## src/lci_pkg.sv

```systemverilog
// shared types, constants and saturation helpers for the line circle intersection core
`default_nettype none
package lci_pkg;

	localparam int FRAC_BITS_DEF = 16;
	localparam int EW            = 128;
	localparam int RW            = 64;
	localparam int REMW          = 68;
	localparam int QB            = 33;
	localparam int SQ_CELLS      = RW;

	localparam logic [1:0] PC_NONE = 2'd0;
	localparam logic [1:0] PC_TWO  = 2'd2;

	typedef struct packed {
		logic [31:0] slope;
		logic [31:0] intercept;
		logic [30:0] radius;
	} lci_in_t;

	typedef struct packed {
		logic [31:0] first_x;
		logic [31:0] first_y;
		logic [31:0] second_x;
		logic [31:0] second_y;
		logic [1:0]  point_count;
	} lci_out_t;

	typedef struct packed {
		logic [31:0] a;
		logic [31:0] b;
		logic        pneg;
		logic [63:0] pm;
		logic [63:0] aq;
		logic        cneg;
		logic [63:0] cmag;
		logic        dneg;
	} sq_side_t;

	typedef struct packed {
		logic [31:0] a;
		logic [31:0] b;
		logic        dneg;
		logic        qz;
		logic        neg1;
		logic        neg2;
		logic        ovf1;
		logic        ovf2;
	} dv_side_t;

	function automatic logic [31:0] sat_mag(input logic neg, input logic ovf,
			input logic [QB-1:0] m);
		logic [31:0] r;
		if (neg) begin
			if (ovf || m > QB'(33'h080000000)) r = 32'h80000000;
			else r = 32'd0 - m[31:0];
		end else begin
			if (ovf || m > QB'(33'h07FFFFFFF)) r = 32'h7FFFFFFF;
			else r = m[31:0];
		end
		return r;
	endfunction

	function automatic logic [31:0] line_y(input logic signed [63:0] prod,
			input logic [31:0] b, input int frac);
		logic [63:0]        mag;
		logic [63:0]        t;
		logic signed [65:0] s;
		logic signed [65:0] sum;
		logic [31:0]        r;
		mag = prod[63] ? 64'd0 - prod : prod;
		t   = mag >> frac;
		s   = prod[63] ? -$signed({2'b00, t}) : $signed({2'b00, t});
		sum = s + 66'($signed(b));
		if (sum > 66'sh07FFFFFFF) r = 32'h7FFFFFFF;
		else if (sum < -66'sh080000000) r = 32'h80000000;
		else r = sum[31:0];
		return r;
	endfunction

endpackage
`default_nettype wire

```

## src/lci_div_cell.sv

```systemverilog
// one quotient bit cell for both pipelined dividers
`default_nettype none
module lci_div_cell (
	input  wire logic                          clk,
	input  wire logic                          arst_n,
	input  wire logic                          en,
	input  wire logic                          vld_i,
	input  wire logic [1:0][lci_pkg::QB-1:0]   nb_i,
	input  wire logic [1:0][63:0]              rem_i,
	input  wire logic [1:0][63:0]              den_i,
	input  wire logic [1:0][lci_pkg::QB-1:0]   quo_i,
	input  wire lci_pkg::dv_side_t             side_i,
	output logic                               vld_o,
	output logic [1:0][lci_pkg::QB-1:0]        nb_o,
	output logic [1:0][63:0]                   rem_o,
	output logic [1:0][63:0]                   den_o,
	output logic [1:0][lci_pkg::QB-1:0]        quo_o,
	output lci_pkg::dv_side_t                  side_o
);
	import lci_pkg::*;

	logic [1:0][64:0] rem_sh;
	logic [1:0][64:0] diff;
	logic [1:0]       ge;

	always_comb begin
		for (int i = 0; i < 2; i++) begin
			rem_sh[i] = {rem_i[i], nb_i[i][QB-1]};
			diff[i]   = rem_sh[i] - {1'b0, den_i[i]};
			ge[i]     = rem_sh[i] >= {1'b0, den_i[i]};
		end
	end

	always_ff @(posedge clk or negedge arst_n) begin
		if (!arst_n) begin
			vld_o <= 1'b0;
		end else if (en) begin
			vld_o <= vld_i;
		end
	end

	always_ff @(posedge clk) begin
		if (en) begin
			for (int i = 0; i < 2; i++) begin
				nb_o[i]  <= {nb_i[i][QB-2:0], 1'b0};
				rem_o[i] <= ge[i] ? diff[i][63:0] : rem_sh[i][63:0];
				den_o[i] <= den_i[i];
				quo_o[i] <= {quo_i[i][QB-2:0], ge[i]};
			end
			side_o <= side_i;
		end
	end
endmodule
`default_nettype wire

```

## config.mk

```make
export PLATFORM = sky130hd
export DESIGN_NAME = lci_div_cell
export DESIGN_NICKNAME = d
export VERILOG_FILES = /design/src/lci_pkg.sv /design/src/lci_div_cell.sv
export SDC_FILE = /design/constraint.sdc
export NUM_CORES = 1
export LEC_CHECK = 0
export BUFFER_PORTS_ARGS = -buffer_cell sky130_fd_sc_hd__buf_2
export CAP_MARGIN = 5
export CORE_AREA = 2 2 362 364
export DETAILED_ROUTE_END_ITERATION = 12
export DIE_AREA = 0 0 364 366
export PLACE_DENSITY = 0.42
export SLEW_MARGIN = 30
export SYNTH_ARGS = -nofsm -noshare
export SYNTH_HDL_FRONTEND = slang
export SYNTH_SLANG_ARGS = --single-unit
```

## constraint.sdc

```tcl
create_clock -name clk -period 0.8 [get_ports clk]
set_input_delay 0.16 -clock clk [delete_from_list [all_inputs] [get_ports clk]]
set_output_delay 0.16 -clock clk [all_outputs]
set_load 0.02 [all_outputs]
```

==> summary.txt <==
Cells and area
  • Area of the multi-input gates: 11800 µm²
  • Final nets: between 4k and 5k
  • Most frequent cells in the layout: 673 x buf_4, 582 x buf_2, 456 x edfxtp_1, 456 x dlygate4sd3_1, 333 x buf_6
  • Layout cells sized above 1: 0.545
  • Register area: 13700 µm²
  • Fillers: 12.8k
  • Commonest non-fill, non-tap cell in the layout: buf_4
  • Finished Layout Cells: about 5.9k
  • Area delta synth->final: 106%

Route
  • Detailed-route wire length per cell: 20.6 µm
  • Drc violations: 0
  • Post-DR vias/cell: about 4.1
  • Drt total wl: roughly 120 mm
  • Wire length on met2: about 59 mm
  • DR iter-0 viols: around 1.2k
  • Met3 WL: just under 8 mm
  • DR top layer: met5
  • Routed vias: roughly 24k
  • Wl on met1: 51.9 mm
  • Routed Antenna Nets: 0
  • Router iterations before antenna repair: 7

Synthesis
  • Cell taking the most area after synthesis: edfxtp_1
  • Syn. warnings: 0
  • Syn Area/Cell: 11.9 µm²
  • EDFF count, synth: 456
  • Post-synth top flop: edfxtp_1
  • Syn Std Cell Area: 23500 µm²
  • Sequential area share after synthesis: 0.583
  • Post-synthesis cell type count: 80
  • Ranking of synthesized cells by area: edfxtp_1 58%, ha_1 6.8%, a21oi_1 4.7%, mux2_2 3.2%, inv_1 2.9%
  • Ys async rst share: 0.00219
  • Post-synth top area share: 0.582
  • Seq cells post-synth: 457
  • Cell count after synthesis: 1987

Global routing
  • Largest net degree at the start of global routing: 31
  • Initial antenna violation count: 30
  • First-pass GRT wire length: ~170 mm
  • Total gr overflow: 0
  • Vias in the first global route: 25.7k
  • Overall track demand over capacity in global routing: 0.175

Outcome
  • Failing checks: setup timing
  • Status: complete, but fails checks

Floorplan
  • I/O pin cnt: 921
  • Count of standard-cell rows: 132
  • Die W: 364 µm
  • Die area: 133000 µm²
  • Initial Util: 0.183
  • Die Height: 366 µm
  • CORE AREA: 129000 µm²

Critical path
  • CP max stage cell: a221oi_4
  • Crit Path Class: primary input to flip-flop
  • Worst-path fanout max: 5
  • Critical Path RT: 1.21 ns
  • CP Capture Type: flip-flop
  • Startpoint Class: primary input
  • Crit-path cells: buf_4, ha_4, and4_4, and4_4, nand4_1, buf_4, nor2_2, nor2_2, a221oi_4, a21oi_4, buf_6, buf_12, clkbuf_16, mux2_4
  • Crit path DAT: 2.89 ns
  • CP max stage delay: 0.35 ns

Timing
  • RSZ-0062 raised after global routing: yes
  • Clock Skew: 0 ns
  • Final worst slack: -1.68 ns
  • Fmax: ~400 MHz
  • Least-Margin Pin Slew: 0.500 ns
  • Fin. max-slew vios: 0
  • Minimum clock period: ~2.5 ns
  • TNS Setup: -589.55 ns
  • Tcrit/Tclk final: 3.09
  • Final hold violations: 0
  • Setup violations, final: 886
  • Slew HR: 0.664

Placed design
  • GPL Wtd Cong: between 0.8 and 0.9
  • Placed Cells: 5228
  • HPWL after DPL: 94.3 mm
  • Place WS: -2.59 ns
  • Number of port buffers: 916

Clock network
  • CTS buffer count: 58
  • H-Tree Depth: 2
  • Clk_lat worst skew: 0.64 ns
  • Deepest clock path buffer count: 3
  • Sink Count: 457
  • Clk pin slew, worst setup/hold paths: about 0.060 ns
  • CTS tree: built
  • Clock root cell: clkbuf_16

Power
  • VDD IR max: 0.00237 V
  • Design Power: 0.0886 W
  • Leakage power: 20.8 nW
  • Pwr dens: 1830 nW/µm²

Run
  • Max_cap viols: 0

Min path
  • Hold Path Class: primary input to flip-flop
==> cells by family (layout without fill, tap and decap cells) <==
group                    after synthesis  in the layout  synth area share
buffers and inverters                259           2424            0.0448
other                                  1              7          0.000159
flip-flops                           457            457             0.583
multiplexers                          77             77            0.0371
AO/OA/AOI/OAI                        513            513             0.134
adder cells (fa/ha/maj)              130            130            0.0697
XOR/XNOR                             116            116            0.0431
AND/OR/NAND/NOR                      434            434            0.0883
==> final timing paths <==
path	from	endpoint	slack [ns]	cells after the start
max	rem_i[116]	rem_o[72]$_DFFE_PP_	-1.68	14
min	rem_i[25]	rem_o[26]$_DFFE_PP_	0.004	3
max reg2reg	vld_o$_DFFE_PN0P_	vld_o$_DFFE_PN0P_	0.02	1
min reg2reg	vld_o$_DFFE_PN0P_	vld_o$_DFFE_PN0P_	0.54	1
max in group asynchronous	arst_n	vld_o$_DFFE_PN0P_	0.33	3
min in group asynchronous	arst_n	vld_o$_DFFE_PN0P_	0.35	3
==> report_power, final <==
group          leakage (nW)  internal, W  switching [W]  total (W)
clock                 0.962       0.0163         0.0115     0.0278
combinational          15.4       0.0155         0.0146     0.0302
sequential             4.48       0.0294        0.00124     0.0306
total                  20.8       0.0612         0.0274     0.0886
==> critical path, delay by kind of cell <==
kind            cells  cell delay (ns)
simple gates        5             0.88
buf+inv             5             0.82
compound gates      2             0.46
mux                 1             0.29
fa+ha+maj           1             0.27
==> repair_timing <==
item | CTS | global route
cloned | 14 | 1
buffers inserted | 78 | 26
endpoints found under the hold margin | 467 | 2
hold buffers | 455 | 1
resized for setup | 862 | 310
setup endpoints to repair | 587 | 888
pin swaps | 101 | 78
==> registers in the layout, indices dropped and copies added, names as in the netlist <==
name and flops:
rem_o 128, side_o 70, quo_o 66, nb_o 64
vld_o 1, den_o 128
==> cells in the mapped netlist (all sizes together), types with 4 or more instances <==
cell and number:
and3 13, nor4 6, o21a 10, a21oi 222, a21boi 6, nand3 27, nand2b 9, buf 31
a211oi 12, o221ai 4, xnor2 74, a21o 61, and4 8, nand4 47, a221oi 5, mux2 70
mux2i 7, inv 185, nand2 116, xor2 42, ha 128, and2 11, a31oi 15, edfxtp 456
nor3 21, o31ai 10, o21ai 95, nor2 136, clkbuf 43, nor2b 15, o21bai 34, or2 7
o211ai 4, or3 8
==> metrics by stage <==
stage           util  area (µm²)  hold WS, ns
2_1_floorplan      -       24700       -0.136
3_3_place_gp   0.281       36300      -0.0579
3_5_place_dp   0.281       36300      -0.0584
4_1_cts        0.366       47200       -0.379
5_1_grt        0.375       48400      -0.0319
6_report       0.376       48400      0.00447
==> layout make-up <==
| cell class | instances | share of cell area |
|---|---|---|
| antenna | 5 | 0.000258 |
| clock buffer | 61 | 0.0302 |
| clock inverter | 47 | 0.0112 |
| inverter | 185 | 0.0160 |
| multi-input combinational | 1272 | 0.243 |
| sequential | 457 | 0.283 |
| tap | 1742 | 0.0450 |
| timing repair buffer | 2131 | 0.371 |
==> layer usage <==
metal,GRT usage,up-vias
met5,0,-
met4,0.0357,18
met3,0.0396,150
met2,0.301,771
met1,0.222,11900
li1,-,11600
No activity file was read; power rests on OpenSTA's default activity.
