## config.mk

```make
export PLATFORM = sky130hd
export DESIGN_NAME = lci_sqrt_cell
export DESIGN_NICKNAME = d
export VERILOG_FILES = /design/src/lci_pkg.sv /design/src/lci_sqrt_cell.sv
export SDC_FILE = /design/constraint.sdc
export NUM_CORES = 1
export LEC_CHECK = 0
export ABC_AREA = 1
export ABC_CLOCK_PERIOD_IN_PS = 1000
export BUFFER_PORTS_ARGS = -buffer_cell sky130_fd_sc_hd__buf_4
export CORE_AREA = 10 10 397 399
export DETAILED_ROUTE_END_ITERATION = 16
export DIE_AREA = 0 0 407 409
export HOLD_SLACK_MARGIN = 0.06
export PLACE_DENSITY_LB_ADDON = 0.08
export RECOVER_POWER = 50
export SETUP_SLACK_MARGIN = 0.3
export SYNTH_ARGS = -nofsm -noshare
export SYNTH_HDL_FRONTEND = slang
export SYNTH_SLANG_ARGS = --single-unit
```

## constraint.sdc

```tcl
create_clock -name clk -period 1 [get_ports clk]
set_input_delay 0.05 -clock clk [delete_from_list [all_inputs] [get_ports clk]]
set_output_delay 0.05 -clock clk [all_outputs]
set_load 0.005 [all_outputs]
```

## src/lci_pkg.sv

```systemverilog
// shared types, constants and saturation helpers for the line circle intersection core
`default_nettype none
package lci_pkg;

	localparam int FRAC_BITS_DEF = 16;
	localparam int EW            = 128;
	localparam int RW            = 64;
	localparam int REMW          = 68;
	localparam int QB            = 33;
	localparam int SQ_CELLS      = RW;

	localparam logic [1:0] PC_NONE = 2'd0;
	localparam logic [1:0] PC_TWO  = 2'd2;

	typedef struct packed {
		logic [31:0] slope;
		logic [31:0] intercept;
		logic [30:0] radius;
	} lci_in_t;

	typedef struct packed {
		logic [31:0] first_x;
		logic [31:0] first_y;
		logic [31:0] second_x;
		logic [31:0] second_y;
		logic [1:0]  point_count;
	} lci_out_t;

	typedef struct packed {
		logic [31:0] a;
		logic [31:0] b;
		logic        pneg;
		logic [63:0] pm;
		logic [63:0] aq;
		logic        cneg;
		logic [63:0] cmag;
		logic        dneg;
	} sq_side_t;

	typedef struct packed {
		logic [31:0] a;
		logic [31:0] b;
		logic        dneg;
		logic        qz;
		logic        neg1;
		logic        neg2;
		logic        ovf1;
		logic        ovf2;
	} dv_side_t;

	function automatic logic [31:0] sat_mag(input logic neg, input logic ovf,
			input logic [QB-1:0] m);
		logic [31:0] r;
		if (neg) begin
			if (ovf || m > QB'(33'h080000000)) r = 32'h80000000;
			else r = 32'd0 - m[31:0];
		end else begin
			if (ovf || m > QB'(33'h07FFFFFFF)) r = 32'h7FFFFFFF;
			else r = m[31:0];
		end
		return r;
	endfunction

	function automatic logic [31:0] line_y(input logic signed [63:0] prod,
			input logic [31:0] b, input int frac);
		logic [63:0]        mag;
		logic [63:0]        t;
		logic signed [65:0] s;
		logic signed [65:0] sum;
		logic [31:0]        r;
		mag = prod[63] ? 64'd0 - prod : prod;
		t   = mag >> frac;
		s   = prod[63] ? -$signed({2'b00, t}) : $signed({2'b00, t});
		sum = s + 66'($signed(b));
		if (sum > 66'sh07FFFFFFF) r = 32'h7FFFFFFF;
		else if (sum < -66'sh080000000) r = 32'h80000000;
		else r = sum[31:0];
		return r;
	endfunction

endpackage
`default_nettype wire

```

## src/lci_sqrt_cell.sv

```systemverilog
// one digit cell of the pipelined integer square root
`default_nettype none
module lci_sqrt_cell (
	input  wire logic                      clk,
	input  wire logic                      arst_n,
	input  wire logic                      en,
	input  wire logic                      vld_i,
	input  wire logic [lci_pkg::EW-1:0]    rad_i,
	input  wire logic [lci_pkg::REMW-1:0]  rem_i,
	input  wire logic [lci_pkg::RW-1:0]    root_i,
	input  wire lci_pkg::sq_side_t         side_i,
	output logic                           vld_o,
	output logic [lci_pkg::EW-1:0]         rad_o,
	output logic [lci_pkg::REMW-1:0]       rem_o,
	output logic [lci_pkg::RW-1:0]         root_o,
	output lci_pkg::sq_side_t              side_o
);
	import lci_pkg::*;

	logic [REMW-1:0] rem_sh;
	logic [REMW-1:0] trial;
	logic            ge;

	always_comb begin
		rem_sh = {rem_i[REMW-3:0], rad_i[EW-1:EW-2]};
		trial  = {{(REMW-RW-2){1'b0}}, root_i, 2'b01};
		ge     = rem_sh >= trial;
	end

	always_ff @(posedge clk or negedge arst_n) begin
		if (!arst_n) begin
			vld_o <= 1'b0;
		end else if (en) begin
			vld_o <= vld_i;
		end
	end

	always_ff @(posedge clk) begin
		if (en) begin
			rad_o  <= {rad_i[EW-3:0], 2'b00};
			rem_o  <= ge ? rem_sh - trial : rem_sh;
			root_o <= {root_i[RW-2:0], ge};
			side_o <= side_i;
		end
	end
endmodule
`default_nettype wire

```

==> results of run 1 <==
-- through the flow --
stage / setup slack [ps] / instances / power, mW / area (um^2)
3_3_place_gp: -1705 / 5518 / 41.64 / 37140
5_1_grt: -619.1 / 6205 / 73.33 / 46920
2_1_floorplan: -785.3 / 2085 / 31.08 / 23670
3_5_place_dp: -1713 / 5518 / 41.56 / 37140
6_report: -561.0 / 6212 / 69.92 / 46930
4_1_cts: -499.6 / 6149 / 70.98 / 45940
-- what timing repair did --
action,4_1_cts,5_1_grt
hold buffers,465,28
resized for setup,405,182
pin swaps,47,45
endpoints found under the setup margin,588,1102
setup buffers,32,11
hold endpoints to repair,1027,91
cloned,9,5
-- per-layer routing --
metal | share of wire [%] | up-vias | track usage (%)
met5 | 0.10 | - | 0
met2 | 49 | 747 | 32.27
met3 | 9.4 | 207 | 7.460
met1 | 38 | 11010 | 20.32
met4 | 3.1 | 24 | 4.567
li1 | - | 10960 | -
-- cells in the final DEF (no fill, tap or decap), types with 18 or more instances in the layout --
cell                              n
sky130_fd_sc_hd__a21oi_1         37
sky130_fd_sc_hd__a21oi_2         25
sky130_fd_sc_hd__buf_12          27
sky130_fd_sc_hd__buf_4          920
sky130_fd_sc_hd__buf_6          110
sky130_fd_sc_hd__clkbuf_1        56
sky130_fd_sc_hd__clkbuf_16       76
sky130_fd_sc_hd__clkbuf_4       374
sky130_fd_sc_hd__diode_2         19
sky130_fd_sc_hd__dlygate4sd3_1  492
sky130_fd_sc_hd__edfxtp_1       517
sky130_fd_sc_hd__ha_4            64
sky130_fd_sc_hd__inv_1          284
sky130_fd_sc_hd__inv_2           54
sky130_fd_sc_hd__nand2_1        547
sky130_fd_sc_hd__nand2_2        129
sky130_fd_sc_hd__nand2_4         34
sky130_fd_sc_hd__nand3_1         45
sky130_fd_sc_hd__nand3_2         28
sky130_fd_sc_hd__nand4_1         18
sky130_fd_sc_hd__nor2_1          68
sky130_fd_sc_hd__nor2_2          28
sky130_fd_sc_hd__nor2_4          36
sky130_fd_sc_hd__xor2_1          33
-- flip-flops by register name, indices dropped and copies added, names as in the netlist --
name and count:
rad_o 126, rem_o 68, root_o 64, side_o 259, vld_o 1
-- cell type report --
cell class / instances / area (um^2) / share of cell area (%)
clock inverter: 34 / 380.4 / 0.8104
timing repair buffer: 1982 / 17050 / 36.33
tap: 2016 / 2522 / 5.374
sequential: 518 / 15550 / 33.13
multi-input combinational: 1198 / 8109 / 17.28
clock buffer: 91 / 1873 / 3.991
antenna: 19 / 47.55 / 0.1013
inverter: 354 / 1399 / 2.980
-- kinds of logic (layout without fill, tap and decap cells) --
kind of cell    Yosys count  in the layout
buf+inv                 370           2461
fa+ha+maj                66             66
compound gates          116            116
xor+xnor                 34             34
simple gates            978            979
mux                       1              1
flops                   518            518
other cells               1             21
-- path summary, 6_finish.rpt --
path	from	to	cells after the start
setup / recovery	root_i[33]	rem_o[41]$_DFFE_PP_	14
hold / removal	root_i[48]	root_o[49]$_DFFE_PP_	1
setup reg to reg	vld_o$_DFFE_PN0P_	vld_o$_DFFE_PN0P_	1
hold reg to reg	vld_o$_DFFE_PN0P_	vld_o$_DFFE_PN0P_	1
max in group asynchronous	arst_n	vld_o$_DFFE_PN0P_	3
min in group asynchronous	arst_n	vld_o$_DFFE_PN0P_	3
-- power breakdown --
group | internal [mW] | total (mW) | switching, mW
sequential | 26.2 | 26.9 | 0.677
clock | 14.7 | 25.5 | 10.9
combinational | 8.89 | 17.5 | 8.63
==> qor.log, run 1 <==
INFO  sta            maxSlewHeadroom=33.21%
INFO  worst_setup_path crit_slowest_cell=sky130_fd_sc_hd__ha_4
INFO  logic_synthesis post-synth-top-area-cell=sky130_fd_sc_hd__edfxtp_1
INFO  logic_synthesis synthArstFlopShare=0.1931%
INFO  floorplan      die_h=409um
INFO  drt            route.detailed.vias_per_inst=3.693
INFO  logic_synthesis synth-compound-area-share=2.793%
INFO  sta            timing.setup.tns=-283940ps
INFO  worst_setup_path critPathLaunchType=primary input
INFO  floorplan      start_util=15.20%
INFO  clocking       numCtsBuffers=71
INFO  cells_and_area syn2layout_area_growth=106.7%
INFO  drt            dr.first_iter.drc_count=1188
INFO  logic_synthesis synth.ff_latch_count=518
INFO  sta            worst_slew_pin_slew=1002ps
INFO  sta            setup_ws=-561.0ps
INFO  logic_synthesis synth_top_cell_area_share=68.36%
INFO  logic_synthesis synth-main-ff-cell=sky130_fd_sc_hd__edfxtp_1
INFO  clocking       clk-insertion-delay-late=670ps
INFO  worst_setup_path crit_family=simple AND/OR/NAND/NOR gates
INFO  drt            drt-wirelength-per-cell=25.92um
INFO  drt            vias=22940
INFO  grt            grt_overflow=0
INFO  logic_synthesis post_synth_edffs=517
INFO  flow_run       drv_cap=0
INFO  power          max-vdd-ir-drop=0.0009787V
INFO  sta            period_share=156.1%
INFO  sta            clock-skew-final=0ps
INFO  logic_synthesis adder_cell_share_of_the_synthesized_area=3.636%
INFO  grt            grt_usage=18.33%
INFO  outcome        outcome=finished, violations left
INFO  clocking       maximum_number_of_buffers_from_clock_root_to_sink=3
INFO  drt            drc=0
INFO  worst_setup_path path_common_cell=sky130_fd_sc_hd__nand2_1
INFO  sta            final-max-slew-violation-count=0
INFO  power          power.density=1490nW/um^2
INFO  cells_and_area final_util=31.41%
INFO  grt            global_route_wire_length_before_repair=208.4mm
INFO  floorplan      die_width=407um
INFO  worst_setup_path critical_path_class=primary input to flip-flop
INFO  sta            timing.fmax=0.6406GHz
INFO  logic_synthesis synth_seq_area_share=68.47%
INFO  worst_setup_path wp_data_arrival=1970ps
INFO  cells_and_area final_nets=4714
INFO  grt            grt_start_max_net_pins=33
INFO  logic_synthesis synth_cell_types=31
INFO  floorplan      io_pins=1043
INFO  floorplan      placeableCoreArea=149400um^2
INFO  cells_and_area nFillCells=15720
INFO  worst_setup_path crit_path_end_kind=flip-flop
INFO  logic_synthesis syn_area_per_cell=10.90um^2
INFO  cells_and_area drive_above_1_share=48.05%
INFO  worst_setup_path ff2ff_setup_slack=250ps
INFO  worst_setup_path timing.critical_path.cells=buf_6 -> inv_2 -> ha_4 -> nand2_1 -> nor2_1 -> buf_4 -> nand2_1 -> buf_4 -> o21bai_1 -> inv_1 -> nand2_1 -> nand2_1 -> nand3_1 -> nand2_1
INFO  clocking       clkSinkCount=518
INFO  sta            timing.final.setup_violations=1096
INFO  sta            finalWorstPathRequiredPeriod=1561ps
INFO  outcome        violations_in_the_final_reports=hold timing, setup timing
INFO  placement      port-buffer-count=1038
INFO  clocking       root_buffer=sky130_fd_sc_hd__clkbuf_16
INFO  power          static-leakage-power=20.79nW
INFO  clocking       clkTransAtPathRegs=60ps
INFO  worst_setup_path critical_path.max_stage_delay=300ps
INFO  logic_synthesis netlist_top_cells_count=sky130_fd_sc_hd__nand2_1, sky130_fd_sc_hd__edfxtp_1, sky130_fd_sc_hd__inv_1, sky130_fd_sc_hd__nor2_1, sky130_fd_sc_hd__nand3_1
INFO  logic_synthesis syn_inst=2084
INFO  logic_synthesis yosys_synthesis_warning_count=0
INFO  sta            rsz0062_at_grt=true
INFO  clocking       htree_num_levels=3
INFO  logic_synthesis synthXorXnorAreaFrac=1.311%
INFO  logic_synthesis synthMuxAreaShare=0.04959%
INFO  logic_synthesis basic_gate_share_of_the_synthesized_area_counting_and_or_nand_and_nor_cells=17.35%
INFO  worst_setup_path critical_path.max_fanout=4
INFO  drt            dr.pass1.iters=5
INFO  floorplan      core.rowCount=142
INFO  drt            finalWirelength=161.0mm
INFO  sta            final-hold-violation-count=33
INFO  clocking       cts_tree=built
INFO  worst_setup_path timing.critical_path.buf_inv=5
INFO  hold_path      holdCritPathClass=primary input to flip-flop
INFO  grt            grt_pass1_vias=23850
INFO  logic_synthesis post_synth_main_area_contributors=sky130_fd_sc_hd__edfxtp_1, sky130_fd_sc_hd__nand2_1, sky130_fd_sc_hd__inv_1
INFO  placement      hpwl=133.9mm
INFO  floorplan      die_area=166500um^2
INFO  grt            antenna_found_initial=54
INFO  sta            worst_case_hold_slack=-432.6ps
INFO  logic_synthesis synthMostInstantiatedCell=sky130_fd_sc_hd__nand2_1
INFO  drt            ant_nets=0
INFO  worst_setup_path cp_data_required_time=1400ps
INFO  logic_synthesis main_combinational_cell_family_by_area_after_synthesis=simple AND/OR/NAND/NOR gates
INFO  placement      routability_congestion_estimate_from_global_placement=0.8717
INFO  logic_synthesis synthesis.area=22710um^2
No activity file was read; power rests on OpenSTA's default activity.
==> run 2: changes to the inputs <==
--- a/config.mk
+++ b/config.mk
@@ -5,12 +5,11 @@
 export SDC_FILE = /design/constraint.sdc
 export NUM_CORES = 1
 export LEC_CHECK = 0
-export ABC_AREA = 1
 export ABC_CLOCK_PERIOD_IN_PS = 1000
 export BUFFER_PORTS_ARGS = -buffer_cell sky130_fd_sc_hd__buf_4
-export CORE_AREA = 10 10 397 399
+export CORE_AREA = 10 10 396 398
 export DETAILED_ROUTE_END_ITERATION = 16
-export DIE_AREA = 0 0 407 409
+export DIE_AREA = 0 0 406 408
 export HOLD_SLACK_MARGIN = 0.06
 export PLACE_DENSITY_LB_ADDON = 0.08
 export RECOVER_POWER = 50
==> run 2 against run 1 <==
Largest cell class unchanged; utilization shrank 1.4 points; clock power shrank 2%; power shrank 1.6%; maximum frequency shrank 31%; die area shrank 0.49%; combinational power shrank 5%; worst setup slack lost 710 ps; wire length shrank 13%; flip-flop and latch count is the same; first-iteration DRC count shrank 25%; synthesized area shrank 8.3%; the run still ends with hold timing, setup timing left; synthesized cell count shrank 34%.
==> qor.log, run 2 <==
INFO  drt            met2_length=69.04mm [-13%]
INFO  floorplan      io_pins=1043 [unchanged]
INFO  worst_setup_path crit_path_end_kind=flip-flop
INFO  sta            timing.fmax=0.4400GHz [-31%]
INFO  placement      hpwl=116.0mm [-13%]
INFO  power          static-leakage-power=18.50nW [-11%]
INFO  logic_synthesis post-synth-top-area-cell=sky130_fd_sc_hd__edfxtp_1
INFO  grt            grt_usage=16.12% [-2.2 points]
INFO  placement      port-buffer-count=1038 [unchanged]
INFO  floorplan      die_area=165600um^2 [-0.49%]
INFO  placement      placed_cell_area=34290um^2 [-7.7%]
INFO  cells_and_area finish.instance_area=44620um^2 [-4.9%]
INFO  worst_setup_path wp_data_arrival=2680ps [+710 ps]
INFO  floorplan      placeableCoreArea=148900um^2 [-0.36%]
INFO  power          fin_total_pwr=68.78mW [-1.6%]
INFO  outcome        outcome=finished, violations left
INFO  worst_setup_path critical_path_depth=18 [+4]
INFO  logic_synthesis post_synth_main_area_contributors=sky130_fd_sc_hd__edfxtp_1, sky130_fd_sc_hd__ha_1, sky130_fd_sc_hd__a21oi_1
INFO  sta            finalWorstPathRequiredPeriod=2273ps [+712.0 ps]
INFO  drt            top_layer_used=met5
INFO  sta            worst_case_hold_slack=-426.7ps [+5.849 ps]
INFO  worst_setup_path timing.critical_path.cells=buf_8 -> inv_4 -> ha_4 -> a21o_1 -> buf_6 -> a21oi_4 -> a21oi_4 -> o211ai_1 -> buf_4 -> nand4_1 -> a32o_2 -> nor2_4 -> buf_6 -> inv_16 -> buf_12 -> buf_6 -> nor2_1 -> a21oi_1
INFO  sta            rsz0062_at_grt=true
INFO  sta            final-max-slew-violation-count=0 [unchanged]
INFO  worst_setup_path critical_path.max_fanout=13 [+9]
INFO  drt            drt-wirelength-per-cell=25.93um [about the same]
INFO  sta            clock-skew-final=0ps [unchanged]
INFO  logic_synthesis syn_inst=1377 [-34%]
INFO  clocking       clkSinkCount=518 [unchanged]
INFO  floorplan      core.rowCount=142 [unchanged]
INFO  clocking       clkTransAtPathRegs=60ps [about the same]
INFO  drt            ant_nets=0 [unchanged]
INFO  sta            setup_ws=-1273ps [-712.0 ps]
INFO  worst_setup_path crit_family=compound AO/OA/AOI/OAI gates
INFO  cells_and_area reg.largest.list=side_o x259, rad_o x126, rem_o x68
INFO  cells_and_area final_nets=3980 [-16%]
INFO  sta            final-hold-violation-count=15 [-55%]
INFO  cells_and_area layout_common_cells=sky130_fd_sc_hd__buf_4, sky130_fd_sc_hd__edfxtp_1, sky130_fd_sc_hd__dlygate4sd3_1
INFO  clocking       clk-insertion-delay-late=650ps [-20 ps]
INFO  worst_setup_path endpoint=rem_o[60]$_DFFE_PP_
INFO  drt            vias=19920 [-13%]
INFO  logic_synthesis synth_top_cell_area_share=74.57% [+6.2 points]
INFO  drt            finalWirelength=140.2mm [-13%]
INFO  worst_setup_path critPathLaunchType=primary input
INFO  logic_synthesis post_synth_edffs=517 [unchanged]
INFO  grt            grt_overflow=0 [unchanged]
INFO  worst_setup_path path_common_cell=sky130_fd_sc_hd__buf_6
INFO  worst_setup_path critical_path.max_stage_delay=300ps [about the same]
INFO  cells_and_area largest_register_ff_count=259 [unchanged]
INFO  worst_setup_path timing.critical_path.buf_inv=8 [+3]
INFO  logic_synthesis yosys_synthesis_warning_count=0 [unchanged]
INFO  drt            drc=0 [unchanged]
INFO  sta            period_share=227.3% [+71 points]
INFO  logic_synthesis netlist_top_cells_count=sky130_fd_sc_hd__edfxtp_1, sky130_fd_sc_hd__a21oi_1, sky130_fd_sc_hd__nor2_1, sky130_fd_sc_hd__inv_1, sky130_fd_sc_hd__nand2_1
INFO  worst_setup_path timing.rr.start=vld_o$_DFFE_PN0P_
INFO  drt            wl_met1=52.36mm [-14%]
INFO  flow_run       drv_cap=0 [unchanged]
INFO  clocking       root_buffer=sky130_fd_sc_hd__clkbuf_16
INFO  floorplan      die_width=406um [-0.25%]
INFO  worst_setup_path reg2regPathDepth=1 [unchanged]
INFO  drt            met3WireLength=12.13mm [-20%]
INFO  floorplan      start_util=13.98% [-1.2 points]
INFO  hold_path      holdCritPathClass=primary input to flip-flop
INFO  cells_and_area most_flops_register=side_o
INFO  sta            worst_slew_pin_slew=753.0ps [-248.9 ps]
INFO  worst_setup_path critical_path_class=primary input to flip-flop
INFO  logic_synthesis syn_area_per_cell=15.12um^2 [+39%]
INFO  worst_setup_path ff2ff_setup_slack=240ps [about the same]
INFO  logic_synthesis synth_cell_types=71 [+130%]
INFO  cells_and_area drive_above_1_share=51.10% [+3.1 points]
INFO  power          max-vdd-ir-drop=0.0009896V [+1.1%]
INFO  grt            antenna_found_initial=54 [unchanged]
INFO  grt            grt_start_max_net_pins=37 [+12%]
INFO  worst_setup_path cp_data_required_time=1410ps [about the same]
INFO  clocking       numCtsBuffers=72 [+1.4%]
INFO  worst_setup_path worst_setup_path_startpoint=root_i[2]
INFO  placement      routability_congestion_estimate_from_global_placement=0.8072 [-7.4%]
INFO  cells_and_area nFillCells=15450 [-1.7%]
INFO  logic_synthesis synth-main-ff-cell=sky130_fd_sc_hd__edfxtp_1
INFO  logic_synthesis synthArstFlopShare=0.1931% [unchanged]
INFO  power          power.density=1541nW/um^2 [+3.5%]
INFO  worst_setup_path regToRegEndpoint=vld_o$_DFFE_PN0P_
INFO  cells_and_area final_common_cell=sky130_fd_sc_hd__buf_4
INFO  worst_setup_path crit_slowest_cell=sky130_fd_sc_hd__o211ai_1
INFO  logic_synthesis synthesis.area=20820um^2 [-8.3%]
INFO  drt            dr.pass1.iters=5 [unchanged]
INFO  cells_and_area final_util=29.97% [-1.4 points]
INFO  logic_synthesis synth_seq_area_share=74.69% [+6.2 points]
INFO  drt            dr.first_iter.drc_count=894 [-25%]
INFO  cells_and_area syn2layout_area_growth=114.3%
INFO  clocking       cts_tree=built
INFO  sta            timing.final.setup_violations=833 [-24%]
INFO  logic_synthesis synthMostInstantiatedCell=sky130_fd_sc_hd__edfxtp_1
INFO  floorplan      die_h=408um [-0.24%]
INFO  sta            maxSlewHeadroom=49.80% [+17 points]
INFO  clocking       htree_num_levels=3 [unchanged]
INFO  outcome        violations_in_the_final_reports=hold timing, setup timing
INFO  drt            route.detailed.vias_per_inst=3.684 [-0.25%]
INFO  grt            global_route_wire_length_before_repair=185.5mm [-11%]
INFO  clocking       maximum_number_of_buffers_from_clock_root_to_sink=3 [unchanged]
INFO  logic_synthesis synth.ff_latch_count=518 [unchanged]
INFO  grt            grt_pass1_vias=21540 [-9.7%]
[run 2: cell count changes after synthesis, sizes merged, moves of 10 or more]
cell    delta
a21o      +32
a21oi     +54
clkbuf    +28
inv      -271
nand2    -633
nand3     -71
nand3b    -11
nor2      -38
o21a      +14
o21ai     +41
xnor2     +36
xor2      -10
[run 2: stage by stage]
step	worst slack (ps)	hold WS [ps]	cells	TNS, ps
floorplan	-1434	-245.6	1378	-91280
global placement	-2574	-157.7	4705	-158960
detailed placement	-2568	-154.6	4705	-158280
CTS	-1228	-522.0	5354	-244500
global route	-1313	-496.2	5402	-327600
finish	-1273	-426.7	5408	-244000
[run 2: logic make-up after synthesis]
family / count (synthesis) / share of synthesized area [%]
AND/OR/NAND/NOR: 267 / 5.884
other: 1 / 0.01801
multiplexers: 5 / 0.2644
buffers and inverters: 134 / 2.644
AO/OA/AOI/OAI: 326 / 10.01
XOR/XNOR: 60 / 2.524
flip-flops: 518 / 74.69
adder cells (fa/ha/maj): 66 / 3.967
[run 2: layer usage]
| layer | track usage, % | vias to the layer above |
|---|---|---|
| met4 | 6.770 | 26 |
| met2 | 27.87 | 751 |
| met1 | 17.47 | 9655 |
| met5 | 0 | - |
| li1 | - | 9265 |
| met3 | 6.189 | 225 |
[run 2: worst min-delay path by stage]
stage	from	end	slack, ps	cells past startpoint
after floorplan	arst_n	vld_o$_DFFE_PN0P_	-250	0
after global placement	arst_n	vld_o$_DFFE_PN0P_	-160	1
after detailed placement	arst_n	vld_o$_DFFE_PN0P_	-150	1
after CTS	root_i[20]	root_o[21]$_DFFE_PP_	-520	1
after global routing	root_i[7]	root_o[8]$_DFFE_PP_	-500	1
final	root_i[2]	root_o[3]$_DFFE_PP_	-430	1
[run 2: cell type report]
type,instances,area (um^2),share of cell area (%)
Timing Repair Buffer,1989,17940,40.21
Sequential cell,518,15550,34.85
Multi-Input combinational cell,726,6031,13.51
Tap cell,1944,2432,5.451
Clock buffer,94,1916,4.293
Inverter,83,364.1,0.8159
Clock inverter,35,326.6,0.7318
Antenna cell,18,45.04,0.1009
Timing Repair inverter,1,16.27,0.03645
[run 2: power breakdown]
group	total (mW)	switching [mW]	internal, mW
registers	27.2	0.905	26.3
clock network	25.0	10.8	14.2
logic	16.6	7.32	9.30
[run 2: what timing repair did]
action / 4_1_cts / 5_1_grt
setup endpoints to repair: 588 / 629
endpoints found under the hold margin: 934 / 320
hold buffers: 489 / 18
pin swaps: 54 / 44
resized for setup: 467 / 156
gates cloned: 6 / 4
setup buffers: 25 / 14
